[src/rtl/core/brle_pkg.sv]
// Package for the byte run-length decoder.
// Widths, result item type, phase codes, reset cap and repeat bias; no dependencies.
package brle_pkg;

  localparam int unsigned ByteW  = 8;
  localparam int unsigned CountW = 8;
  localparam int unsigned TotalW = 16;
  localparam int unsigned LitW   = 7;

  localparam logic [TotalW-1:0] CapReset  = 16'd40960;
  localparam logic [ByteW-1:0]  RepBias   = 8'd127;

  typedef enum logic [2:0] {
    PH_HEADER  = 3'b001,
    PH_LITERAL = 3'b010,
    PH_REPEAT  = 3'b100
  } phase_t;

  typedef struct packed {
    logic [ByteW-1:0]  value;
    logic [CountW-1:0] count;
    logic              final_flag;
    logic [TotalW-1:0] total;
  } result_t;

endpackage

[src/rtl/core/byte_rle_decoder.sv]
// Top level of the byte run-length decoder.
// Instantiates brle_decode and brle_outbuf; depends on brle_pkg.
// Takes one compressed byte per cycle while in_stall is low; results are
// registered. The decode step is a single registered pass over the chunk
// state, and a skid entry behind the result register takes one result while
// the output stalls. A result carries a run (value, count) and, on the chunk's
// last byte, the final flag and decoded total. The cap applies per chunk.
module byte_rle_decoder import brle_pkg::*; (
  input  logic              clk,
  input  logic              rst_n,
  input  logic              cfg_we,
  input  logic [TotalW-1:0] cfg_data,
  input  logic              in_valid,
  output logic              in_stall,
  input  logic [ByteW-1:0]  in_byte,
  input  logic              in_last,
  output logic              out_valid,
  input  logic              out_stall,
  output logic [ByteW-1:0]  out_byte,
  output logic [CountW-1:0] out_count,
  output logic              out_final,
  output logic [TotalW-1:0] out_total
);

  logic    take;
  logic    emit;
  logic    full;
  result_t res;
  result_t out_data;

  assign in_stall = full;
  assign take     = in_valid && !full;

  brle_decode u_decode (
    .clk     (clk),
    .rst_n   (rst_n),
    .cfg_we  (cfg_we),
    .cfg_data(cfg_data),
    .take    (take),
    .in_byte (in_byte),
    .in_last (in_last),
    .emit    (emit),
    .res     (res)
  );

  brle_outbuf u_outbuf (
    .clk      (clk),
    .rst_n    (rst_n),
    .push     (take && emit),
    .push_data(res),
    .full     (full),
    .out_valid(out_valid),
    .out_stall(out_stall),
    .out_data (out_data)
  );

  assign out_byte  = out_data.value;
  assign out_count = out_data.count;
  assign out_final = out_data.final_flag;
  assign out_total = out_data.total;

endmodule

[src/rtl/core/brle_decode.sv]
// Chunk state, output cap register and per-byte decode step.
// Depends on brle_pkg.
module brle_decode import brle_pkg::*; (
  input  logic              clk,
  input  logic              rst_n,
  input  logic              cfg_we,
  input  logic [TotalW-1:0] cfg_data,
  input  logic              take,
  input  logic [ByteW-1:0]  in_byte,
  input  logic              in_last,
  output logic              emit,
  output result_t           res
);

  phase_t            phase_r, phase_nxt;
  logic [LitW-1:0]   lit_left_r, lit_left_nxt;
  logic [CountW-1:0] rep_len_r, rep_len_nxt;
  logic [TotalW-1:0] produced_r, produced_nxt;
  logic [TotalW-1:0] cap_r;
  logic [TotalW-1:0] room;
  logic [CountW-1:0] cnt;

  assign room = cap_r - produced_r;

  always_comb begin
    phase_nxt    = phase_r;
    lit_left_nxt = lit_left_r;
    rep_len_nxt  = rep_len_r;
    produced_nxt = produced_r;
    cnt          = '0;
    if (produced_r < cap_r) begin
      case (phase_r)
        PH_LITERAL: begin
          cnt          = CountW'(1);
          produced_nxt = produced_r + TotalW'(1);
          lit_left_nxt = lit_left_r - LitW'(1);
          if (lit_left_nxt == '0) begin
            phase_nxt = PH_HEADER;
          end
        end
        PH_REPEAT: begin
          if (TotalW'(rep_len_r) > room) begin
            cnt = room[CountW-1:0];
          end else begin
            cnt = rep_len_r;
          end
          produced_nxt = produced_r + TotalW'(cnt);
          phase_nxt    = PH_HEADER;
        end
        default: begin
          if (!in_byte[ByteW-1]) begin
            lit_left_nxt = in_byte[LitW-1:0];
            phase_nxt    = (in_byte != '0) ? PH_LITERAL : PH_HEADER;
          end else begin
            rep_len_nxt = in_byte - RepBias;
            phase_nxt   = PH_REPEAT;
          end
        end
      endcase
    end
    emit           = (cnt != '0) || in_last;
    res.value      = (cnt != '0) ? in_byte : '0;
    res.count      = cnt;
    res.final_flag = in_last;
    res.total      = in_last ? produced_nxt : '0;
  end

  always_ff @(posedge clk) begin
    if (!rst_n) begin
      cap_r <= CapReset;
    end else if (cfg_we) begin
      cap_r <= cfg_data;
    end
  end

  always_ff @(posedge clk) begin
    if (!rst_n) begin
      phase_r    <= PH_HEADER;
      lit_left_r <= '0;
      rep_len_r  <= '0;
      produced_r <= '0;
    end else if (take) begin
      if (in_last) begin
        phase_r    <= PH_HEADER;
        lit_left_r <= '0;
        rep_len_r  <= '0;
        produced_r <= '0;
      end else begin
        phase_r    <= phase_nxt;
        lit_left_r <= lit_left_nxt;
        rep_len_r  <= rep_len_nxt;
        produced_r <= produced_nxt;
      end
    end
  end

endmodule

[src/rtl/core/brle_outbuf.sv]
// Result register with one skid entry between decode step and output channel.
// Depends on brle_pkg.
module brle_outbuf import brle_pkg::*; (
  input  logic    clk,
  input  logic    rst_n,
  input  logic    push,
  input  result_t push_data,
  output logic    full,
  output logic    out_valid,
  input  logic    out_stall,
  output result_t out_data
);

  logic    out_valid_r;
  logic    skid_valid_r;
  result_t out_data_r;
  result_t skid_data_r;
  logic    out_free;

  assign out_free  = !out_valid_r || !out_stall;
  assign full      = skid_valid_r;
  assign out_valid = out_valid_r;
  assign out_data  = out_data_r;

  always_ff @(posedge clk) begin
    if (!rst_n) begin
      out_valid_r  <= 1'b0;
      skid_valid_r <= 1'b0;
    end else if (out_free) begin
      out_valid_r  <= skid_valid_r || push;
      skid_valid_r <= 1'b0;
    end else if (push) begin
      skid_valid_r <= 1'b1;
    end
  end

  always_ff @(posedge clk) begin
    if (out_free) begin
      out_data_r <= skid_valid_r ? skid_data_r : push_data;
    end else if (push) begin
      skid_data_r <= push_data;
    end
  end

endmodule

[config.mk]
export PLATFORM = sky130hd
export DESIGN_NAME = byte_rle_decoder
export DESIGN_NICKNAME = d
export VERILOG_FILES = /design/src/rtl/core/brle_pkg.sv /design/src/rtl/core/byte_rle_decoder.sv /design/src/rtl/core/brle_decode.sv /design/src/rtl/core/brle_outbuf.sv
export SDC_FILE = /design/constraint.sdc
export NUM_CORES = 1
export LEC_CHECK = 0
export BUFFER_PORTS_ARGS = -buffer_cell sky130_fd_sc_hd__buf_2
export CAP_MARGIN = 40
export CORE_MARGIN = 2
export CORE_UTILIZATION = 45
export CTS_BUF_LIST = sky130_fd_sc_hd__clkbuf_4 sky130_fd_sc_hd__clkbuf_8
export CTS_CLUSTER_SIZE = 10
export DETAILED_ROUTE_END_ITERATION = 8
export PLACE_DENSITY_LB_ADDON = 0.2
export SYNTH_ARGS = -nofsm -noshare
export SYNTH_HDL_FRONTEND = slang
export SYNTH_SLANG_ARGS = --single-unit
[constraint.sdc]
create_clock -name clk -period 19.5 [get_ports clk]
set_input_delay 1.95 -clock clk [delete_from_list [all_inputs] [get_ports clk]]
set_output_delay 1.95 -clock clk [all_outputs]
set_load 0.01 [all_outputs]
### Yosys cells after proc, flatten, opt, wreduce, memory -nomap -nowiden

Index checks and enable logic that the tools add are counted.

| cells by class | value |
|---|---|
| reductions and logical operators | 19 |
| multiplexer cells | 25 |
| order comparisons | 2 |
| bitwise logic cells | 2 |
| add/sub/neg operators | 5 |
| eq/ne operators | 6 |

Operator list:

| operator | number |
|---|---|
| two-way mux 8 bit | 9 |
| two-way mux 16 bit | 3 |
| two-way mux 33 bit | 1 |
| one-hot mux 16 bit (2 select lines) | 1 |
| two-way mux 7 bit | 3 |
| adder 16 x 1 -> 16 bit, second input constant | 1 |
| adder 16 x 8 -> 16 bit | 1 |
| greater-than comparator 8 x 16 -> 1 bit | 1 |
| less-than comparator 16 bit | 1 |
| one-hot mux 8 bit (2 select lines) | 1 |
| nonzero test 8 bit | 2 |
| subtractor 16 bit | 1 |
| one-hot mux 7 bit (2 select lines) | 1 |
| two-way mux 3 bit | 4 |
| AND reduction 4 bit | 2 |
| subtractor 8 x 7 -> 8 bit, second input constant | 1 |
| logical NOT 7 bit | 1 |
| subtractor 7 x 1 -> 7 bit, second input constant | 1 |
| one-hot mux 3 bit (2 select lines) | 1 |
| nonzero test 2 bit | 2 |
| OR reduction 2 bit | 2 |
| == test 3 x 2 -> 1 bit, second input constant | 1 |
| == test 3 bit, second input constant | 1 |
| logical NOT 1 bit | 3 |
| 10 further kinds | 14 |

| word-level totals | value |
|---|---|
| output and inout port bits | 35 |
| word-level logic and storage cells | 74 |
| bits of input ports | 30 |
| register bits after elaboration | 118 |

### Longest topological paths before layout

| depth | value |
|---|---|
| depth after elaboration | 11 |
| depth in mapped cells | 30 |
| mapped depth without buffers | 29 |

### By module

A second synthesis with hierarchy kept.

| unflattened totals | value |
|---|---|
| cells, all modules | 762 |
| area, all modules | 7430.9 um^2 |

Modules (own cells, without submodules):

| module | area each (um^2) | instances | cells each | sequential area each (um^2) |
|---|---|---|---|---|
| brle_decode | 4805.9 | 1 | 650 | 1001.0 |
| brle_outbuf | 2610.0 | 1 | 110 | 2021.9 |
| byte_rle_decoder | 15.0 | 1 | 2 | 0.0 |

### Worst setup path before layout

No wires, ideal clock.

| timing | value |
|---|---|
| kind | reg-to-reg |
| start point | reg u_decode.produced_r[4] |
| end point | reg u_outbuf.skid_data_r[0] in the netlist's numbering (enable) |
| path buffers | 1 |
| data required time | 19.026 ns |
| cell stages (with the launch flop) | 21 |
| period minus slack after synthesis | 6.617 ns |
| path slack | 12.883 ns |
| library setup time | 0.474 ns |
| arrival time | 6.144 ns |
| path through | dfxtp_1 -> inv_1 -> ha_1 -> o211a_1 -> o31a_1 -> nor2_1 -> o21ai_0 -> xnor2_1 -> ha_1 -> nand4_1 -> nor2_1 -> a211oi_1 -> o22ai_1 -> nor4_2 -> nand3_2 -> mux2_2 -> and3_1 -> a31oi_1 -> nor4b_2 -> buf_2 -> a211oi_1 |

| between the ends | value |
|---|---|
| longest elaborated chain between the ends | 11 |
| elaborated cells between the ends (all ways) | 12 |
| those cells by class | add/sub: 1; order compare: 2; mux: 5; reduce/logical: 4 |

Ends and longest elaborated chain:

| element | RTL line | text |
|---|---|---|
| from (decl) | brle_decode.sv:18 | `logic [TotalW-1:0] produced_r, produced_nxt;` |
| from (signal assigned) | brle_decode.sv:92 | `produced_r <= produced_nxt;` |
| subtractor 16 bit | brle_decode.sv:23 | `assign room = cap_r - produced_r;` |
| greater-than comparator 8 x 16 -> 1 bit | brle_decode.sv:42 | `if (TotalW'(rep_len_r) > room) begin` |
| two-way mux 8 bit | brle_decode.sv:42 |  |
| two-way mux 8 bit | brle_decode.sv:32 | `case (phase_r)` |
| two-way mux 8 bit | brle_decode.sv:31 | `if (produced_r < cap_r) begin` |
| one-hot mux 8 bit (2 select lines) | brle_decode.sv:32 |  |
| two-way mux 8 bit * | brle_decode.sv:31 |  |
| nonzero test 8 bit * | brle_decode.sv:61 | `emit = (cnt != '0) \|\| in_last;` |
| logical OR 1 bit * | brle_decode.sv:61 |  |
| logical AND 1 bit * | byte_rle_decoder.sv:49 | `.push (take && emit),` |
| AND reduction 2 bit (no source line) * | n/a |  |
| to (signal assigned) | brle_outbuf.sv:41 | `skid_data_r <= push_data;` |
| to (decl) | brle_outbuf.sv:17 | `result_t skid_data_r;` |

Mark *: on every way between the ends. The rest lies on a longest branch, timed or not. The select of a mux whose other input is x is not followed.
A chain may end at the register's enable or synchronous reset.

### Final worst setup path

| timing | value |
|---|---|
| start point | reg u_decode.produced_r[4] |
| end point | reg u_outbuf.out_data_r (netlist bit u_outbuf.out_data[9]), data pin |

| between the ends | value |
|---|---|
| longest elaborated chain between the ends | 10 |
| elaborated cells between the ends (all ways) | 12 |
| those cells by class | add/sub: 3; order compare: 2; mux: 7 |

Ends and longest elaborated chain:

| element | RTL line | text |
|---|---|---|
| subtractor 16 bit | brle_decode.sv:23 |  |
| greater-than comparator 8 x 16 -> 1 bit | brle_decode.sv:42 |  |
| two-way mux 8 bit | brle_decode.sv:42 |  |
| two-way mux 8 bit | brle_decode.sv:32 |  |
| two-way mux 8 bit | brle_decode.sv:31 |  |
| adder 16 x 8 -> 16 bit | brle_decode.sv:47 | `produced_nxt = produced_r + TotalW'(cnt);` |
| one-hot mux 16 bit (2 select lines) | brle_decode.sv:32 |  |
| two-way mux 16 bit * | brle_decode.sv:31 |  |
| two-way mux 16 bit * | brle_decode.sv:65 | `res.total = in_last ? produced_nxt : '0;` |
| two-way mux 33 bit * | brle_outbuf.sv:39 | `out_data_r <= skid_valid_r ? skid_data_r : push_data;` |
| to (signal assigned) | brle_outbuf.sv:39 |  |
| to (decl) | brle_outbuf.sv:16 | `result_t out_data_r;` |

Marks and branches as above.

==> impl_summary.log <==
[metrics] maximum number of buffers from clock root to sink: 2
[metrics] number of hold-repair buffers added at the cts stage: 0
[metrics] Seq/Total Area, Yosys: 0.431
[metrics] Initial Util: 0.461
[metrics] vias per std cell: 5.70
[metrics] ratio of total power to cell area: 71.7 nW/um^2
[metrics] transition time at the pin with the least slew margin: 0.821 ns
[metrics] final std cell area, no fill: 7850 um^2
[metrics] post-route setup slack: 12.70 ns
[metrics] post-synthesis net count: 814
[metrics] number of instances resized during post-cts repair: 0
[metrics] flop2flop setup slack: 12.70 ns
[metrics] worst clock skew: 0.0140 ns
[metrics] die extent in x: ~130 um
[metrics] setup repair after global routing missed its margin: no
[metrics] leftover overflow at the end of global routing: 0
[metrics] Seq cells post-synth: 118
[metrics] length in cells of the worst reg-to-reg path: 27
[metrics] total count of max-transition violations in the final report: 0
[metrics] global router's overall resource usage: 0.226
[metrics] worst hold path class: flop to flop
[metrics] total wire length: around 18000 um
[metrics] post-placement cell count: 971
[metrics] first-pass GRT wire length: 28900 um
[metrics] Syn Std Cell Area: between 7000 and 8000 um^2
[metrics] final hold slack: between 0.4 and 0.5 ns
[metrics] kind of start point of the critical path: flop
[metrics] die height: 129 um
[metrics] worst slack at placement: 12.79 ns
[metrics] pin count of the biggest net entering global routing: 45
[metrics] CTS H-Tree Depth: 4
[metrics] via count of the first global-routing pass: 5460
[metrics] endpoint arrival time on the critical path: 7.00 ns
[metrics] Min Clock Period, post-route: 6.80 ns
[metrics] Initial DRT Pass Iterations: 8
[metrics] number of synthesized flops with an enable pin: 66
[metrics] TritonCTS clock tree: done
[metrics] count of mapped cells out of synthesis: 748
[metrics] Final setup viols: 0
[metrics] CTS sink cnt: 118
[metrics] via total after detailed routing: 5722
[metrics] FF/Latch Area: 3020 um^2
[metrics] dominant register cell in the synthesized netlist: sky130_fd_sc_hd__edfxtp_1
[metrics] fin crit share: 0.349
[metrics] Relative slew margins: 0.447
[metrics] Synth cell types: 75
[metrics] number of DRC violations after detailed-routing iteration 0: slightly above 400
[metrics] required time at the worst-slack endpoint: between 15 and 20 ns
[metrics] warnings from Yosys: 0
[metrics] clock latency reported for the late side of the worst-skew pair: ~0.46 ns
[metrics] root cell of the clock tree: sky130_fd_sc_hd__clkbuf_8
[metrics] gp weighted congestion: 0.923
[metrics] category of the critical setup timing path: flop to flop
[metrics] Post-DP HPWL: 13400 um
[metrics] number of nets with antenna violations after routing: 0
[metrics] die footprint: 16600 um^2
[metrics] input/output buffers: 64
[metrics] area of the multi-input gates: 3690 um^2
[metrics] standard-cell row count: 45
[metrics] # Max-Cap Violations: 0
[metrics] share of post-route cells with drive strength above 1: 0.156
[metrics] static leakage power: 3.21 nW
[metrics] total CTS buffers: 17
[metrics] sum of internal, switching and leakage power: ~0.56 mW
[metrics] # diodes: 0
[metrics] synthesis-to-finish area growth: 11.9%
[metrics] number of placed I/O pins: 65
[metrics] average wire length per cell after detail routing: between 15 and 20 um
[metrics] area post-placement: 7470 um^2
[metrics] non-filler cells, final: 1003
[metrics] Post-CTS Repair Setup Buffers: 0
[metrics] core area: 15200 um^2
[metrics] # fillers: about 1400
[metrics] async set-or-reset flop fraction in the synthesized netlist: 0
[metrics] syn_area_per_cell: 9.37 um^2
[metrics] endpoints failing hold: 0
[metrics] clock transition at the registers of the reported paths: 0.08 ns
[metrics] residual DRC count: 0
[metrics] worst voltage drop across the vdd grid: 0.0345 mV
[metrics] highest clock frequency the design can meet: 0.147 GHz
[metrics] setup total negative slack: 0 ns
[metrics] Critical Path Sink Type: flop
[metrics] hold depth: 2
[metrics] top fanout value on the critical path: 15
[metrics] result of the run: finished clean
[metrics] final standard cell utilization of the core: 0.516
[metrics] number of antenna violations at the first check in global routing: 0
[metrics] number of nets in the final layout: 868
-- registers in the layout (all words and copies together) (netlist names) --
name,flops
u_outbuf.out_data,33
u_outbuf.skid_data_r,33
u_decode.cap_r,16
u_decode.produced_r,16
u_decode.rep_len_r,8
u_decode.lit_left_r,7
u_decode.phase_r,3
u_outbuf.full,1
u_outbuf.out_valid,1
-- final timing paths --
kind | endpoint | from
min reg2reg | u_decode.produced_r[11] | u_decode.produced_r[11]
max | u_outbuf.out_data[9] | u_decode.produced_r[4]
min | u_decode.produced_r[11] | u_decode.produced_r[11]
max reg2reg | u_outbuf.out_data[9] | u_decode.produced_r[4]
-- layout make-up --
type | instances | area share
multi-input combinational | 553 | 0.471
clock inverter | 15 | 0.0174
clock buffer | 17 | 0.0298
inverter | 42 | 0.0201
tap | 188 | 0.0300
sequential | 118 | 0.385
timing repair buffer | 70 | 0.0466
-- kinds of logic after synthesis --
kind of cell,Yosys count,share of synthesized area
buffers and inverters,77,0.0439
multiplexers,46,0.0685
flip-flops,118,0.431
AND/OR/NAND/NOR,261,0.172
adder cells (fa/ha/maj),40,0.0721
AO/OA/AOI/OAI,176,0.175
XOR/XNOR,30,0.0375
-- worst max-delay path, stage by stage (launching register included) --
cell and delay, ns:
sky130_fd_sc_hd__dfxtp_1 0.49, sky130_fd_sc_hd__inv_1 0.14, sky130_fd_sc_hd__ha_1 0.42, sky130_fd_sc_hd__o211a_1 0.18
sky130_fd_sc_hd__o31a_1 0.23, sky130_fd_sc_hd__nor2_1 0.10, sky130_fd_sc_hd__xnor2_1 0.30, sky130_fd_sc_hd__inv_1 0.09
sky130_fd_sc_hd__ha_1 0.29, sky130_fd_sc_hd__nand4_1 0.12, sky130_fd_sc_hd__nor2_1 0.07, sky130_fd_sc_hd__a211oi_1 0.19
sky130_fd_sc_hd__o22ai_1 0.11, sky130_fd_sc_hd__nor4_2 0.17, sky130_fd_sc_hd__nand3_2 0.38, sky130_fd_sc_hd__mux2_2 0.45
sky130_fd_sc_hd__nor2_1 0.16, sky130_fd_sc_hd__ha_1 0.28, sky130_fd_sc_hd__a21oi_1 0.15, sky130_fd_sc_hd__nand2_1 0.12
sky130_fd_sc_hd__maj3_1 0.36, sky130_fd_sc_hd__maj3_1 0.36, sky130_fd_sc_hd__mux2_2 0.32, sky130_fd_sc_hd__o21ai_0 0.21
sky130_fd_sc_hd__a21oi_2 0.12, sky130_fd_sc_hd__o21ai_0 0.36, sky130_fd_sc_hd__xnor2_1 0.13, sky130_fd_sc_hd__a31o_1 0.24
-- synth_stat cells, drive strengths merged, types with 3 or more instances --
cell type  number  share of area
ha             34          0.061
a31oi          13          0.012
a2111oi         6          0.010
nand3b          3         0.0032
edfxtp         66           0.28
inv            41          0.022
a31o            5         0.0062
a32oi           3         0.0064
o21a            3         0.0032
nor2b          15          0.013
o31ai          12          0.014
and3            8         0.0071
o2111ai         5         0.0087
mux2i          33          0.047
dfxtp          52           0.15
buf             5         0.0052
nand3          17          0.013
clkbuf         30          0.016
o21ai          34          0.024
a211oi          9          0.010
nor2           97          0.052
o41ai           4         0.0050
maj3            4         0.0057
and2           13          0.012
a21o            6         0.0064
xnor2          22          0.027
nand4           7         0.0062
o211ai          3         0.0052
a21oi          54          0.040
mux2           13          0.021
or3             3         0.0027
nand2          75          0.040
nor3           13         0.0093
xor2            8          0.010
-- where the power goes --
part / switching, mW / leakage [nW] / internal, mW
clock: 0.106 / 0.176 / 0.111
sequential: 0.00386 / 1.14 / 0.268
combinational: 0.0465 / 1.89 / 0.0279
-- per-layer routing --
| layer | GRT usage | part of all wire | vias to the layer above |
|---|---|---|---|
| met3 | 0.0420 | 0.043 | 28 |
| met4 | 0.0857 | 0.020 | 0 |
| li1 | - | - | 2817 |
| met5 | 0 | 0 | - |
| met2 | 0.365 | 0.47 | 153 |
| met1 | 0.303 | 0.46 | 2724 |
-- cells in the final DEF (no fill, tap or decap), types with 7 or more instances in the layout --
| master | count |
|---|---|
| sky130_fd_sc_hd__inv_1 | 41 |
| sky130_fd_sc_hd__nor2b_1 | 15 |
| sky130_fd_sc_hd__a31oi_1 | 13 |
| sky130_fd_sc_hd__nor3_1 | 13 |
| sky130_fd_sc_hd__nand2_1 | 75 |
| sky130_fd_sc_hd__clkbuf_8 | 17 |
| sky130_fd_sc_hd__xnor2_1 | 22 |
| sky130_fd_sc_hd__nor2_1 | 97 |
| sky130_fd_sc_hd__dfxtp_1 | 52 |
| sky130_fd_sc_hd__and2_1 | 12 |
| sky130_fd_sc_hd__o31ai_1 | 11 |
| sky130_fd_sc_hd__buf_2 | 64 |
| sky130_fd_sc_hd__and3_1 | 8 |
| sky130_fd_sc_hd__nand3_1 | 16 |
| sky130_fd_sc_hd__nand4_1 | 7 |
| sky130_fd_sc_hd__mux2_2 | 11 |
| sky130_fd_sc_hd__mux2i_1 | 33 |
| sky130_fd_sc_hd__ha_1 | 34 |
| sky130_fd_sc_hd__xor2_1 | 8 |
| sky130_fd_sc_hd__a21oi_1 | 52 |
| sky130_fd_sc_hd__a211oi_1 | 7 |
| sky130_fd_sc_hd__o21ai_0 | 34 |
| sky130_fd_sc_hd__edfxtp_1 | 66 |
(Power assumes the default switching activity.)
